===== config.mk =====
export PLATFORM = sky130hd
export DESIGN_NAME = rx_frame_idle_timeout_buffer_unit
export DESIGN_NICKNAME = d
export VERILOG_FILES = /design/src/rtl/rfitb_pkg.sv /design/src/rtl/rfitb_ram.sv /design/src/rtl/rfitb_unit.sv /design/src/rtl/rx_frame_idle_timeout_buffer_unit.sv
export SDC_FILE = /design/constraint.sdc
export NUM_CORES = 1
export LEC_CHECK = 0
export BUFFER_PORTS_ARGS = -buffer_cell sky130_fd_sc_hd__buf_4
export CAP_MARGIN = 15
export CORE_MARGIN = 3
export CORE_UTILIZATION = 30
export DETAILED_ROUTE_END_ITERATION = 8
export PLACE_DENSITY_LB_ADDON = 0.08
export SLEW_MARGIN = 0
export SYNTH_ARGS = -nofsm -noshare
export SYNTH_HDL_FRONTEND = slang
export SYNTH_HIERARCHICAL = 1
export SYNTH_SLANG_ARGS = --single-unit

===== constraint.sdc =====
create_clock -name clk -period 6 [get_ports clk]
set_clock_uncertainty 0.1 [all_clocks]
set_input_delay 0.3 -clock clk [delete_from_list [all_inputs] [get_ports clk]]
set_output_delay 0.3 -clock clk [all_outputs]
set_load 0.03 [all_outputs]

===== src/rtl/rfitb_pkg.sv =====
package rfitb_pkg;

    localparam int LEN_W = 7;
    localparam int IDX_W = 6;
    localparam int BYTE_W = 8;
    localparam int TMO_W = 16;
    localparam int OP_W = 2;
    localparam int CFG_IDX_W = 1;

    localparam logic [OP_W-1:0] OP_BYTE = 2'd0;
    localparam logic [OP_W-1:0] OP_IDLE = 2'd1;
    localparam logic [OP_W-1:0] OP_TICK = 2'd2;
    localparam logic [OP_W-1:0] OP_READ = 2'd3;

    localparam logic [CFG_IDX_W-1:0] CFG_BUFFER_SIZE = 1'd0;
    localparam logic [CFG_IDX_W-1:0] CFG_TIMEOUT = 1'd1;

    localparam logic [LEN_W-1:0] RST_BUFFER_SIZE = 7'd64;
    localparam logic [TMO_W-1:0] RST_TIMEOUT = 16'd5;
    localparam logic [TMO_W-1:0] SILENCE_MAX = 16'hFFFF;

    // operands for the shared increment/compare unit
    typedef struct packed {
        logic [TMO_W-1:0] a;
        logic [TMO_W-1:0] b;
    } unit_req_t;

    typedef struct packed {
        logic [TMO_W-1:0] sum;  // a + 1
        logic             ge;   // a >= b
        logic             eq;   // a + 1 == b
    } unit_rsp_t;

endpackage


===== src/rtl/rfitb_ram.sv =====
module rfitb_ram #(
    parameter int WIDTH = 8,
    parameter int DEPTH = 64,
    localparam int AW = (DEPTH > 1) ? $clog2(DEPTH) : 1
) (
    input  logic             clk,
    input  logic             we,
    input  logic [AW-1:0]    waddr,
    input  logic [WIDTH-1:0] wdata,
    input  logic [AW-1:0]    raddr,
    output logic [WIDTH-1:0] rdata
);

    logic [WIDTH-1:0] mem [DEPTH];

    always_ff @(posedge clk)
    begin
        if (we)
        begin
            mem[waddr] <= wdata;
        end
        rdata <= mem[raddr];
    end

endmodule


===== src/rtl/rfitb_unit.sv =====
module rfitb_unit (
    input  rfitb_pkg::unit_req_t req,
    output rfitb_pkg::unit_rsp_t rsp
);

    import rfitb_pkg::*;

    always_comb
    begin
        rsp.sum = req.a + 16'd1;
        rsp.ge  = (req.a >= req.b);
        rsp.eq  = (rsp.sum == req.b);
    end

endmodule


===== src/rtl/rx_frame_idle_timeout_buffer_unit.sv =====
// Byte, idle and tick beats pass S_EXEC, then S_IDLE; s_tready drops for one cycle after each.
// Read beat: S_EXEC, S_LEN, S_RD, S_LOAD to the first result in S_OUT, then S_RD, S_LOAD, S_OUT
// per further byte (output handshake plus registered frame RAM read), set by the shared
// increment/compare unit and single RAM read port. Not-ready read: one empty result.
// No new input while a read is being delivered. Reset (async, active low) clears fill, done,
// silence count and sequencer; buffer_size resets to 64, timeout_ticks to 5; RAM not cleared.
module rx_frame_idle_timeout_buffer_unit #(
    parameter int BUF_DEPTH = 64
) (
    input  logic                              clk,
    input  logic                              rst_n,
    // configuration
    input  logic                              cfg_we,
    input  logic [rfitb_pkg::CFG_IDX_W-1:0]   cfg_index,
    input  logic [rfitb_pkg::TMO_W-1:0]       cfg_data,
    // input stream
    input  logic                              s_tvalid,
    output logic                              s_tready,
    input  logic [15:0]                       s_tdata,   // rx_byte[7:0], read_limit[14:8]
    input  logic [1:0]                        s_tuser,   // op[1:0]
    // output stream
    output logic                              m_tvalid,
    input  logic                              m_tready,
    output logic [23:0]                       m_tdata,   // data[7:0], frame_len[14:8],
                                                         // byte_index[20:15]
    output logic                              m_tlast    // last
);

    import rfitb_pkg::*;

    localparam int AW = (BUF_DEPTH > 1) ? $clog2(BUF_DEPTH) : 1;
    localparam logic [LEN_W-1:0] DEPTH_LEN = LEN_W'(BUF_DEPTH);

    localparam logic [2:0] S_IDLE = 3'd0;
    localparam logic [2:0] S_EXEC = 3'd1;
    localparam logic [2:0] S_LEN  = 3'd2;
    localparam logic [2:0] S_RD   = 3'd3;
    localparam logic [2:0] S_LOAD = 3'd4;
    localparam logic [2:0] S_OUT  = 3'd5;

    logic [2:0]        state_reg, state_next;
    logic [OP_W-1:0]   op_reg, op_next;
    logic [BYTE_W-1:0] byte_reg, byte_next;
    logic [LEN_W-1:0]  limit_reg, limit_next;
    logic [LEN_W-1:0]  fill_reg, fill_next;
    logic              done_reg, done_next;
    logic [TMO_W-1:0]  silence_reg, silence_next;
    logic [LEN_W-1:0]  size_reg, size_next;
    logic [TMO_W-1:0]  timeout_reg, timeout_next;
    logic [LEN_W-1:0]  n_reg, n_next;
    logic [IDX_W-1:0]  idx_reg, idx_next;
    logic [BYTE_W-1:0] dout_reg, dout_next;
    logic              last_reg, last_next;
    logic              deliver_reg, deliver_next;

    logic [LEN_W-1:0]  cap;
    logic              ready;
    unit_req_t         ureq;
    unit_rsp_t         ursp;
    logic              ram_we;
    logic [BYTE_W-1:0] ram_rdata;

    assign cap = (size_reg > DEPTH_LEN) ? DEPTH_LEN : size_reg;

    rfitb_unit u_unit (
        .req (ureq),
        .rsp (ursp)
    );

    assign ram_we = (state_reg == S_EXEC) && (op_reg == OP_BYTE) && !ursp.ge;

    rfitb_ram #(
        .WIDTH (BYTE_W),
        .DEPTH (BUF_DEPTH)
    ) u_ram (
        .clk   (clk),
        .we    (ram_we),
        .waddr (fill_reg[AW-1:0]),
        .wdata (byte_reg),
        .raddr (idx_reg[AW-1:0]),
        .rdata (ram_rdata)
    );

    // operand select for the shared unit
    always_comb
    begin
        ureq = '0;
        unique case (state_reg)
            S_EXEC:
            begin
                unique case (op_reg)
                    OP_BYTE:
                    begin
                        ureq.a = TMO_W'(fill_reg);
                        ureq.b = TMO_W'(cap);
                    end
                    OP_TICK:
                    begin
                        ureq.a = silence_reg;
                        ureq.b = SILENCE_MAX;
                    end
                    OP_READ:
                    begin
                        ureq.a = silence_reg;
                        ureq.b = timeout_reg;
                    end
                    default:
                    begin
                        ureq = '0;
                    end
                endcase
            end
            S_LEN:
            begin
                ureq.a = TMO_W'(limit_reg);
                ureq.b = TMO_W'(fill_reg);
            end
            S_RD, S_OUT:
            begin
                ureq.a = TMO_W'(idx_reg);
                ureq.b = TMO_W'(n_reg);
            end
            default:
            begin
                ureq = '0;
            end
        endcase
    end

    assign ready = done_reg || ((fill_reg != '0) && ursp.ge);

    always_comb
    begin
        state_next   = state_reg;
        op_next      = op_reg;
        byte_next    = byte_reg;
        limit_next   = limit_reg;
        fill_next    = fill_reg;
        done_next    = done_reg;
        silence_next = silence_reg;
        size_next    = size_reg;
        timeout_next = timeout_reg;
        n_next       = n_reg;
        idx_next     = idx_reg;
        dout_next    = dout_reg;
        last_next    = last_reg;
        deliver_next = deliver_reg;

        if (cfg_we)
        begin
            unique case (cfg_index)
                CFG_BUFFER_SIZE: size_next = cfg_data[LEN_W-1:0];
                CFG_TIMEOUT:     timeout_next = cfg_data;
                default:         size_next = size_reg;
            endcase
        end

        unique case (state_reg)
            S_IDLE:
            begin
                if (s_tvalid)
                begin
                    op_next    = s_tuser;
                    byte_next  = s_tdata[7:0];
                    limit_next = s_tdata[14:8];
                    state_next = S_EXEC;
                end
            end
            S_EXEC:
            begin
                state_next = S_IDLE;
                unique case (op_reg)
                    OP_BYTE:
                    begin
                        if (!ursp.ge)
                        begin
                            fill_next    = ursp.sum[LEN_W-1:0];
                            silence_next = '0;
                        end
                    end
                    OP_IDLE:
                    begin
                        if (fill_reg != '0)
                        begin
                            done_next = 1'b1;
                        end
                    end
                    OP_TICK:
                    begin
                        if (!ursp.ge)
                        begin
                            silence_next = ursp.sum;
                        end
                    end
                    OP_READ:
                    begin
                        if ((limit_reg == '0) || !ready || (fill_reg == '0))
                        begin
                            // empty result, state left alone
                            dout_next    = '0;
                            n_next       = '0;
                            idx_next     = '0;
                            last_next    = 1'b1;
                            deliver_next = 1'b0;
                            state_next   = S_OUT;
                        end
                        else
                        begin
                            deliver_next = 1'b1;
                            idx_next     = '0;
                            state_next   = S_LEN;
                        end
                    end
                    default:
                    begin
                        state_next = S_IDLE;
                    end
                endcase
            end
            S_LEN:
            begin
                n_next     = ursp.ge ? fill_reg : limit_reg;
                state_next = S_RD;
            end
            S_RD:
            begin
                last_next  = ursp.eq;
                state_next = S_LOAD;
            end
            S_LOAD:
            begin
                dout_next  = ram_rdata;
                state_next = S_OUT;
            end
            S_OUT:
            begin
                if (m_tready)
                begin
                    if (last_reg)
                    begin
                        if (deliver_reg)
                        begin
                            fill_next = '0;
                            done_next = 1'b0;
                        end
                        state_next = S_IDLE;
                    end
                    else
                    begin
                        idx_next   = ursp.sum[IDX_W-1:0];
                        state_next = S_RD;
                    end
                end
            end
            default:
            begin
                state_next = S_IDLE;
            end
        endcase
    end

    always_ff @(posedge clk or negedge rst_n)
    begin
        if (!rst_n)
        begin
            state_reg   <= S_IDLE;
            fill_reg    <= '0;
            done_reg    <= 1'b0;
            silence_reg <= '0;
            size_reg    <= RST_BUFFER_SIZE;
            timeout_reg <= RST_TIMEOUT;
            deliver_reg <= 1'b0;
            last_reg    <= 1'b0;
        end
        else
        begin
            state_reg   <= state_next;
            fill_reg    <= fill_next;
            done_reg    <= done_next;
            silence_reg <= silence_next;
            size_reg    <= size_next;
            timeout_reg <= timeout_next;
            deliver_reg <= deliver_next;
            last_reg    <= last_next;
        end
    end

    always_ff @(posedge clk)
    begin
        op_reg    <= op_next;
        byte_reg  <= byte_next;
        limit_reg <= limit_next;
        n_reg     <= n_next;
        idx_reg   <= idx_next;
        dout_reg  <= dout_next;
    end

    assign s_tready = (state_reg == S_IDLE);
    assign m_tvalid = (state_reg == S_OUT);
    assign m_tdata  = {3'b000, idx_reg, n_reg, dout_reg};
    assign m_tlast  = last_reg;

    a_fill_bound: assert property (@(posedge clk) disable iff (!rst_n)
        fill_reg <= DEPTH_LEN)
        else $error("fill count above store depth");

    a_done_needs_fill: assert property (@(posedge clk) disable iff (!rst_n)
        done_reg |-> (fill_reg != '0))
        else $error("frame done with empty store");

    a_last_clears: assert property (@(posedge clk) disable iff (!rst_n)
        (m_tvalid && m_tready && last_reg && deliver_reg) |=> (fill_reg == '0 && !done_reg))
        else $error("frame not cleared after final beat");

    a_len_bound: assert property (@(posedge clk) disable iff (!rst_n)
        (m_tvalid && deliver_reg) |-> ((n_reg != '0) && (TMO_W'(idx_reg) < TMO_W'(n_reg))))
        else $error("byte index outside delivered frame");

endmodule

After elaboration in Yosys (flattened, before gate mapping) --
Memories as Yosys holds them, arrays and structs flattened. A register that Yosys moved wholly into a read port is not among the register bits. Cells that the tools add are included.
Cells by class: muxes and demuxes 41, order comparisons 2, reductions and logical operators 31, bitwise operators 1, shift-type cells 0, multipliers 0, equality and inequality tests 22, $add $sub $neg 1, divide/modulo/power cells 0
Operator list (number):
- one-hot mux 32 bit (3 select lines) | 2
- two-way mux 7 bit | 9
- two-way mux 16 bit | 2
- one-hot mux 16 bit (2 select lines) | 1
- one-hot mux 7 bit (2 select lines) | 2
- two-way mux 6 bit | 3
- one-hot mux 3 bit (6 select lines) | 1
- adder 16 x 1 -> 16 bit, second input constant | 1
- == test 16 bit | 1
- greater-or-equal comparator 16 bit | 1
- two-way mux 8 bit | 2
- inequality test 2 x 1 -> 1 bit, second input constant | 8
- one-hot mux 8 bit (2 select lines) | 1
- logical NOT 7 bit | 2
- two-way mux 3 bit | 4
- one-hot mux 6 bit (2 select lines) | 1
- AND reduction 6 bit | 2
- two-way mux 1 bit | 10
- inequality test 2 bit, second input constant | 5
- AND reduction 2 bit | 5
- nonzero test 2 bit | 5
- AND reduction 3 bit | 3
- AND reduction 4 bit | 2
- > comparator 7 bit, second input constant | 1
- other kinds (15) | 24
Storage, ports and cells: input port bits 40, bits in registers 90, bits in latches 0, bits in read-only memories 0, logic and storage cells 113, output and inout port bits 27, memories 1, bits in writable memories 512
Memories:
- u_ram.mem | words 64, width 8, rd ports 1, clocked after Yosys merged registers in 1, write ports 1, RTL line rfitb_ram.sv:14 | logic [WIDTH-1:0] mem [DEPTH];

Longest topological paths before layout --
Gate-level depths: netlist of the first run.
depth after elaboration 13, mapped depth 22, mapped depth without buffers 17

Cells and area by module --
Netlist of the first run, hierarchy kept.
By module, submodules not included:
- rfitb_ram | cells each 940, times used 1, seq. area each 15534.9 um^2, area an instance 20166.8 um^2
- rx_frame_idle_timeout_buffer_unit | cells each 367, times used 1, seq. area each 2446.1 um^2, area an instance 4130.2 um^2
- rfitb_unit | cells each 139, times used 1, seq. area each 0.0 um^2, area an instance 1101.1 um^2

Worst setup path after synthesis of the first run --
No wires, ideal clock.
kind reg2reg, from register state_reg[2], to memory u_ram.mem[62][0], enable pin, buffers on the path 3, slack 0.857 ns, setup time 0.370 ns, cell stages (with the launch flop) 21, clock period less this slack 5.143 ns, required time 5.530 ns, data arrival time 4.673 ns, path through dfrtp_1 or3b_1 nor3_1 nand2_1 nand2_1 inv_1 ha_1 nand2b_1 a21o_1 a21o_1 a211oi_1 o21a_1 o21ai_0 buf_2 or3_1 buf_2 buf_6 nor2_1 nor2b_1 nand3_1 nor2_1
RTL lines:
- start, declared | RTL line rx_frame_idle_timeout_buffer_unit.sv:41 | logic [2:0] state_reg, state_next;
- start signal, assigned | RTL line rx_frame_idle_timeout_buffer_unit.sv:277 | state_reg <= state_next;
- end, declared | RTL line rfitb_ram.sv:14

==> results of run 1 <==
logic make-up (layout without fill, tap and decap cells):
family                     Yosys count  count (layout)  share of synthesized area [%]
AOI/OAI and AO/OA                  144             144                          4.000
xor gates and xnor gates            28              28                          1.094
adders and majority gates           17              17                         0.8375
buffers and inverters              108             355                          2.365
DFF                                610             610                          70.80
muxes                              201             201                          14.31
other                                1               4                        0.01476
and+or+nand+nor                    337             337                          6.582
worst min-delay path by stage:
stage / endpoint / slack, ns / cells past startpoint
floorplan: deliver_reg / -0.1 / 0
global placement: timeout_reg[13] / 0.30 / 1
detailed placement: timeout_reg[13] / 0.31 / 1
CTS: size_reg[6] / 0.08 / 3
global route: size_reg[0] / 0.14 / 3
finish: size_reg[0] / 0.12 / 3
metal layers:
layer | track usage [%] | vias up
li1 | - | 6137
met1 | 20.71 | 7075
met2 | 25.34 | 275
met3 | 2.946 | 82
met4 | 4.341 | 0
met5 | 0 | -
placed cells by master, fill, tap and decap left out, types with 16 or more instances in the layout:
cell type        n
ha_1            17
o21ai_1         20
clkbuf_1        17
edfxtp_1       550
o21ai_0         17
mux4_2         126
nor2_1         104
dlygate4sd3_1   36
mux2_2          37
and3_1          16
buf_4          161
dfrtp_1         49
clkbuf_16       72
nor2b_1         17
xnor2_1         16
inv_1           27
mux2i_1         38
nor3_1          16
nand2_1         93
nand3_1         30
stage by stage:
stage / utilization [%] / instances / power (mW) / hold WS [ns] / instance area, µm²
6_report: 35.94 / 2830 / 11.78 / 0.1164 / 30120
5_1_grt: 35.94 / 2829 / 12.37 / 0.1391 / 30120
4_1_cts: 35.94 / 2829 / 12.00 / 0.08309 / 30120
3_5_place_dp: 32.90 / 2664 / 7.827 / 0.3140 / 27570
3_3_place_gp: 32.90 / 2664 / 7.820 / 0.3035 / 27570
2_1_floorplan: - / 1448 / 6.901 / -0.09559 / 25410
where the power goes:
part	switching [mW]	internal [mW]
sequential	0.190	4.99
clock	1.70	2.39
combinational	1.57	0.943
cell type report:
class	instances	share of cell area, %
flip-flops and latches	610	59.69
multi-input cells	730	22.65
clock buffers	93	6.376
repair buffers	199	5.341
well taps	1134	4.710
clock inverters	36	0.8847
inverters	27	0.3364
diodes	1	0.008307
tightest hold or removal path, cell delays in order:
cell and delay [ns]:
buf_4 0.09, nor2b_1 0.14, mux2_2 0.26
repair_timing:
item / in CTS / in global routing
setup endpoints to repair: 0 / 0
hold buffers: 36 / 0
hold endpoints to repair: 92 / 0
==> metrics.txt, run 1 <==
post-CTS setup buffers=0; initial core utilization=30.30%; Top FF cell, synth=edfxtp_1; H-tree level count=3; initial antenna violation count=3; number of port buffers=62; worst voltage drop across the vdd grid=0.2914 mV; maximum count of clock buffers along a single path=3; amount of wire on met3 after detailed routing=3190 µm; final antenna-violating net count=0; number of standard cells after synthesis=around 1.4k; Worst Reg-to-Reg Cells=19; Final period util=between 90% and 100%; number of register bits inferred by synthesis=610; core box area=83820 µm²; Starting DRT DRC Count=852; worst-case register-to-register setup slack=0.48 ns; post-synthesis sequential area ratio=70.80%; worst max-slew margin expressed relative to the limit=21.88%; final setup fails=0; Routed met1 length=just over 30000 µm; Worst Setup Start Kind=flop; wire length of the first global-routing pass=99650 µm; Max Used Layer=met4; critical path arrival=5.72 ns; RSZ-0062 raised after global routing=false; Static Leak=10.09 nW; sequence of cells on the critical path=or3b_1, nor3_1, nand2_1, nand2_1, inv_1, ha_1, nand2b_1, a21o_1, a21o_1, a211oi_1, o21a_1, o21ai_1, or3_1, nor2_1, buf_4, nor2b_1, nand3_1, nor2_1, buf_4; Detail Placement HPWL=41870 µm; number of nets in the layout=between 1.5k and 2k; total stage count of the critical path=19; floorplan die height=297.0 µm; max-slew violation count=0; post-synthesis cell area=approximately 25000 µm²; top cells by area, synth=edfxtp_1 (65%), mux4_2 (11%), dfrtp_1 (4.8%), mux2_2 (1.6%), nor2_1 (1.5%); hold crit path type=in -> reg; I/O pin total=67; routed vias/inst=4.795; total congestion overflow after global routing=0; cell at the slowest stage of the critical path=dfrtp_1; slew of the pin with the lowest slew margin=1.142 ns; clock buffer count from CTS=71; met2 wire len=32930 µm; top cells by instance count after synthesis=edfxtp_1 (550), mux4_2 (126), nor2_1 (104), nand2_1 (93), dfrtp_1 (49); post-route setup slack=between 0.4 and 0.5 ns; vias post-DR=13.57k; CP max stage delay=0.50 ns; Syn-to-layout area delta=18.61%; Yosys warning count=6; share of final-layout standard cells stronger than drive strength 1=between 20% and 30%; setup_tns=0 ns; area used by multi-input combinational logic=6824 µm²; number of synthesized flops with an enable pin=between 500 and 600; maximum number of pins on one net before global-route repair=99; most frequently used cell type in the post-synthesis netlist=edfxtp_1; clock tree from TritonCTS=built; Fmax=181.2 MHz; post-synth top area share=65.03%; worst setup path startpoint=state_reg[1]; register area=17980 µm²; post-CTS sizing=0; data required time of the worst path=6.20 ns; Post-Route WL=67830 µm; outcome=finished clean; number of fillers in the final layout=8016; cell family contributing the most delay on the critical path=simple AND/OR/NAND/NOR gates; cell chosen for the clock root=clkbuf_16; number of cell rows=106; async set-reset flop share out of synthesis=under 10%; highest fanout seen on the critical path=11; Final GP Congestion=about 0.76; die outline width=297.0 µm; global-route usage over all layers=15.35%; number of global-route vias before repair=14.38k; Wirelength per Cell=23.97 µm; Yosys top cell by area=edfxtp_1; Clk pin slew, worst setup/hold paths=approximately 0.06 ns; max reg flops=between 500 and 600; Post-Place Setup Slack=0.4989 ns; post-route minimum period=5.519 ns; Max-cap violations=0; beginning of the worst register-to-register path=state_reg[1]; number of detailed-routing iterations run before antenna repair=8; DIE AREA=88190 µm²; number of buffer and inverter instances along the worst setup path=3; clock sink total=610; type of the worst setup path=reg -> reg; clock latency on the worst-skew pair=approximately 0.60 ns; unique cell type count in the Yosys netlist=75; Hold Crit Start=cfg_index; synthesized area per cell=about 18 µm²; R2R Path End=u_ram/mem[22][5]; remaining design rule violation count=0; endpoint class of the critical path=flop; Critical Path End=u_ram/mem[22][5]; hold violation count in the final report=0; power density of the placed cells=391.1 nW/µm²
Note: power is estimated with default switching activity, not from simulation.
==> run 2, diff against run 1 <==
--- a/config.mk
+++ b/config.mk
@@ -9,6 +9,7 @@
 export CAP_MARGIN = 15
 export CORE_MARGIN = 3
 export CORE_UTILIZATION = 30
+export CTS_BUF_LIST = sky130_fd_sc_hd__clkbuf_16
 export DETAILED_ROUTE_END_ITERATION = 8
 export PLACE_DENSITY_LB_ADDON = 0.08
 export SLEW_MARGIN = 0
==> constraint.sdc (replaced) <==
create_clock -name clk -period 5.3 [get_ports clk]
set_clock_uncertainty 0.1 [all_clocks]
set_input_delay 0.265 -clock clk [delete_from_list [all_inputs] [get_ports clk]]
set_output_delay 0.265 -clock clk [all_outputs]
set_load 0.03 [all_outputs]
==> metrics.txt, run 2 (synthesized netlist as in run 1, its figures left out) <==
Syn-to-layout area delta=19.66%; final setup fails=0 (unchanged); Post-Layout Inst Area=30390 µm² (+0.88%); most common cell type on the critical path=buf_4; worst max-slew margin expressed relative to the limit=33.39% (+12 points); routed vias/inst=4.818 (+0.48%); data required time of the worst path=5.49 ns (-0.71 ns); RSZ-0062 raised after global routing=false; cell chosen for the clock root=clkbuf_16; hold crit path type=in -> reg; initial antenna violation count=1 (-2); number of buffer and inverter instances along the worst setup path=4 (+1); post-route setup slack=0.2745 ns (-0.2068 ns); Clk pin slew, worst setup/hold paths=0.06 ns (about the same); switching pwr=4.010 mW (+16%); number of detailed-routing iterations run before antenna repair=5 (-3); maximum count of clock buffers along a single path=3 (unchanged); number of cell rows=106 (unchanged); max reg flops=512 (unchanged); max-slew violation count=0 (unchanged); slew of the pin with the lowest slew margin=0.9955 ns (-0.1468 ns); outcome=finished clean; cell-internal power=9.513 mW (+14%); endpoint with the worst hold slack=size_reg[1]; diode insertion count for antenna repair=0 (-1); DIE AREA=88190 µm² (unchanged); share of final-layout standard cells stronger than drive strength 1=27.41% (+1.3 points); endpoint class of the critical path=flop; worst setup path startpoint=state_reg[2]; switching portion of total power=29.66% (+0.29 points); highest fanout seen on the critical path=12 (+1); Worst Reg-to-Reg Cells=20 (+1); remaining design rule violation count=0 (unchanged); cell at the slowest stage of the critical path=or3b_1; wire length of the first global-routing pass=100700 µm (+1.0%); global routing met2 resource utilization=25.57% (+0.23 points); setup_tns=0 ns (unchanged); global-route usage over all layers=15.48% (+0.13 points); I/O pin total=67 (unchanged); worst-case register-to-register setup slack=0.27 ns (-0.21 ns); Post-Route WL=68380 µm (+0.81%); Starting DRT DRC Count=937 (+10%); hold path cells=3 (unchanged); Fmax=199.0 MHz (+9.8%); sequence of cells on the critical path=buf_4, or3b_1, nor3_1, nand2_1, nand2_1, inv_1, ha_1, nand2b_1, a21o_1, a21o_1, a211oi_1, o21a_1, o21ai_1, or3_1, nor2_2, nor2b_1, nand3_1, buf_4, nor2_1, buf_4; clock sink total=610 (unchanged); power density of the placed cells=445.0 nW/µm² (+14%); final antenna-violating net count=0 (unchanged); number of fillers in the final layout=7974 (-0.52%); beginning of the worst register-to-register path=state_reg[2]; Clock Power Share=35.1% (+0.4 points); R2R Path End=u_ram/mem[22][7]; CP max stage delay=0.44 ns (-0.06 ns); H-tree level count=3 (unchanged); worst voltage drop across the vdd grid=0.3249 mV (+12%); die outline width=297.0 µm (unchanged); Post-Place Setup Slack=0.2055 ns (-0.2934 ns); placed instance area=27760 µm² (+0.69%); number of global-route vias before repair=14.59k (+1.5%); most frequent standard cell in the layout excluding fill and tap cells=edfxtp_1; Final period util=94.82% (+2.8 points); Global Route met1 Usage=21.47% (+0.75 points); clock latency on the worst-skew pair=0.61 ns (about the same); final hold slack=0.07079 ns (-0.04563 ns); fraction of the core area covered by cells at the end of the flow=36.26% (+0.32 points); post-route minimum period=5.026 ns (-0.4932 ns); part of the power in registers=42.9% (-1.1 points); type of the worst setup path=reg -> reg; floorplan die height=297.0 µm (unchanged); total congestion overflow after global routing=0 (unchanged); initial core utilization=30.30% (unchanged); Hold Crit Start=cfg_index; Worst Setup Start Kind=flop; number of port buffers=62 (unchanged); Detail Placement HPWL=42340 µm (+1.1%); clock buffer count from CTS=72 (+1.4%); global routing usage on met3=2.339% (-0.61 points); commonest cells after routing, fill and taps aside=edfxtp_1 (550), buf_4 (189), mux4_2 (126), nor2_1 (103), nand2_1 (93); clock tree from TritonCTS=built; vias post-DR=13.76k (+1.4%); maximum number of pins on one net before global-route repair=99 (unchanged); critical path arrival=5.22 ns (-0.50 ns); Max-cap violations=0 (unchanged); Wirelength per Cell=23.94 µm (-0.10%); hold violation count in the final report=0 (unchanged); Final GP Congestion=0.7648 (+0.13%); cell family contributing the most delay on the critical path=simple AND/OR/NAND/NOR gates; core box area=83820 µm² (unchanged); Comb power frac=22.0% (+0.7 points); number of nets in the layout=1724 (+1.7%); Static Leak=10.30 nW (+2.0%); post-CTS setup buffers=0 (unchanged); most crowded layer after global routing=met2
[run 2: power by group through the flow]
stage / sequential (mW) / combinational [mW] / clock (mW)
after floorplan: 6.02 / 1.79 / 0
after global placement: 5.91 / 3.01 / 0
after detailed placement: 5.91 / 3.02 / 0
after CTS: 5.81 / 3.05 / 4.91
after global routing: 5.83 / 3.25 / 5.12
final: 5.81 / 2.97 / 4.75
[run 2: metal layers]
layer / vias up / part of all wire, %
met1: 7264 / 46
met3: 76 / 3.6
met5: - / 0
met2: 238 / 49
met4: 0 / 1.6
li1: 6181 / -
[run 2: worst max-delay path by stage]
stage                       endpoint  slack (ns)  depth (start not counted)
floorplan           u_ram/mem[62][0]        0.16                         20
global placement    u_ram/mem[38][6]        0.19                         20
detailed placement  u_ram/mem[38][4]        0.21                         20
CTS                 u_ram/mem[14][2]        0.18                         20
global route        u_ram/mem[14][2]        0.04                         20
finish              u_ram/mem[22][7]        0.27                         20
[run 2: timing repair]
item | 4_1_cts | 5_1_grt
endpoints found under the hold margin | 92 | 0
hold buffers | 36 | 0
endpoints found under the setup margin | 0 | 67
gates resized for setup | 0 | 1
[run 2: worst reg2reg max path, cell delays in order (launching register included)]
cell,delay [ns]
dfrtp_1,0.37
buf_4,0.18
or3b_1,0.44
nor3_1,0.22
nand2_1,0.09
nand2_1,0.12
inv_1,0.11
ha_1,0.30
nand2b_1,0.15
a21o_1,0.18
a21o_1,0.20
a211oi_1,0.25
o21a_1,0.16
o21ai_1,0.10
or3_1,0.41
nor2_2,0.19
nor2b_1,0.28
nand3_1,0.29
buf_4,0.26
nor2_1,0.12
buf_4,0.20
[run 2: cell type report]
| class | instances | area, µm² | share of cell area (%) |
|---|---|---|---|
| inverters | 27 | 101.3 | 0.3335 |
| clock inverters | 56 | 436.7 | 1.437 |
| well taps | 1134 | 1419 | 4.669 |
| clock buffers | 73 | 1827 | 6.011 |
| multi-input cells | 730 | 6827 | 22.46 |
| flip-flops and latches | 610 | 17980 | 59.17 |
| repair buffers | 226 | 1799 | 5.920 |
[run 2: stage by stage]
stage / total power [mW] / cells
after CTS: 13.77 / 2856
after floorplan: 7.813 / 1448
after global routing: 14.19 / 2856
final: 13.52 / 2856
after detailed placement: 8.928 / 2691
after global placement: 8.913 / 2691
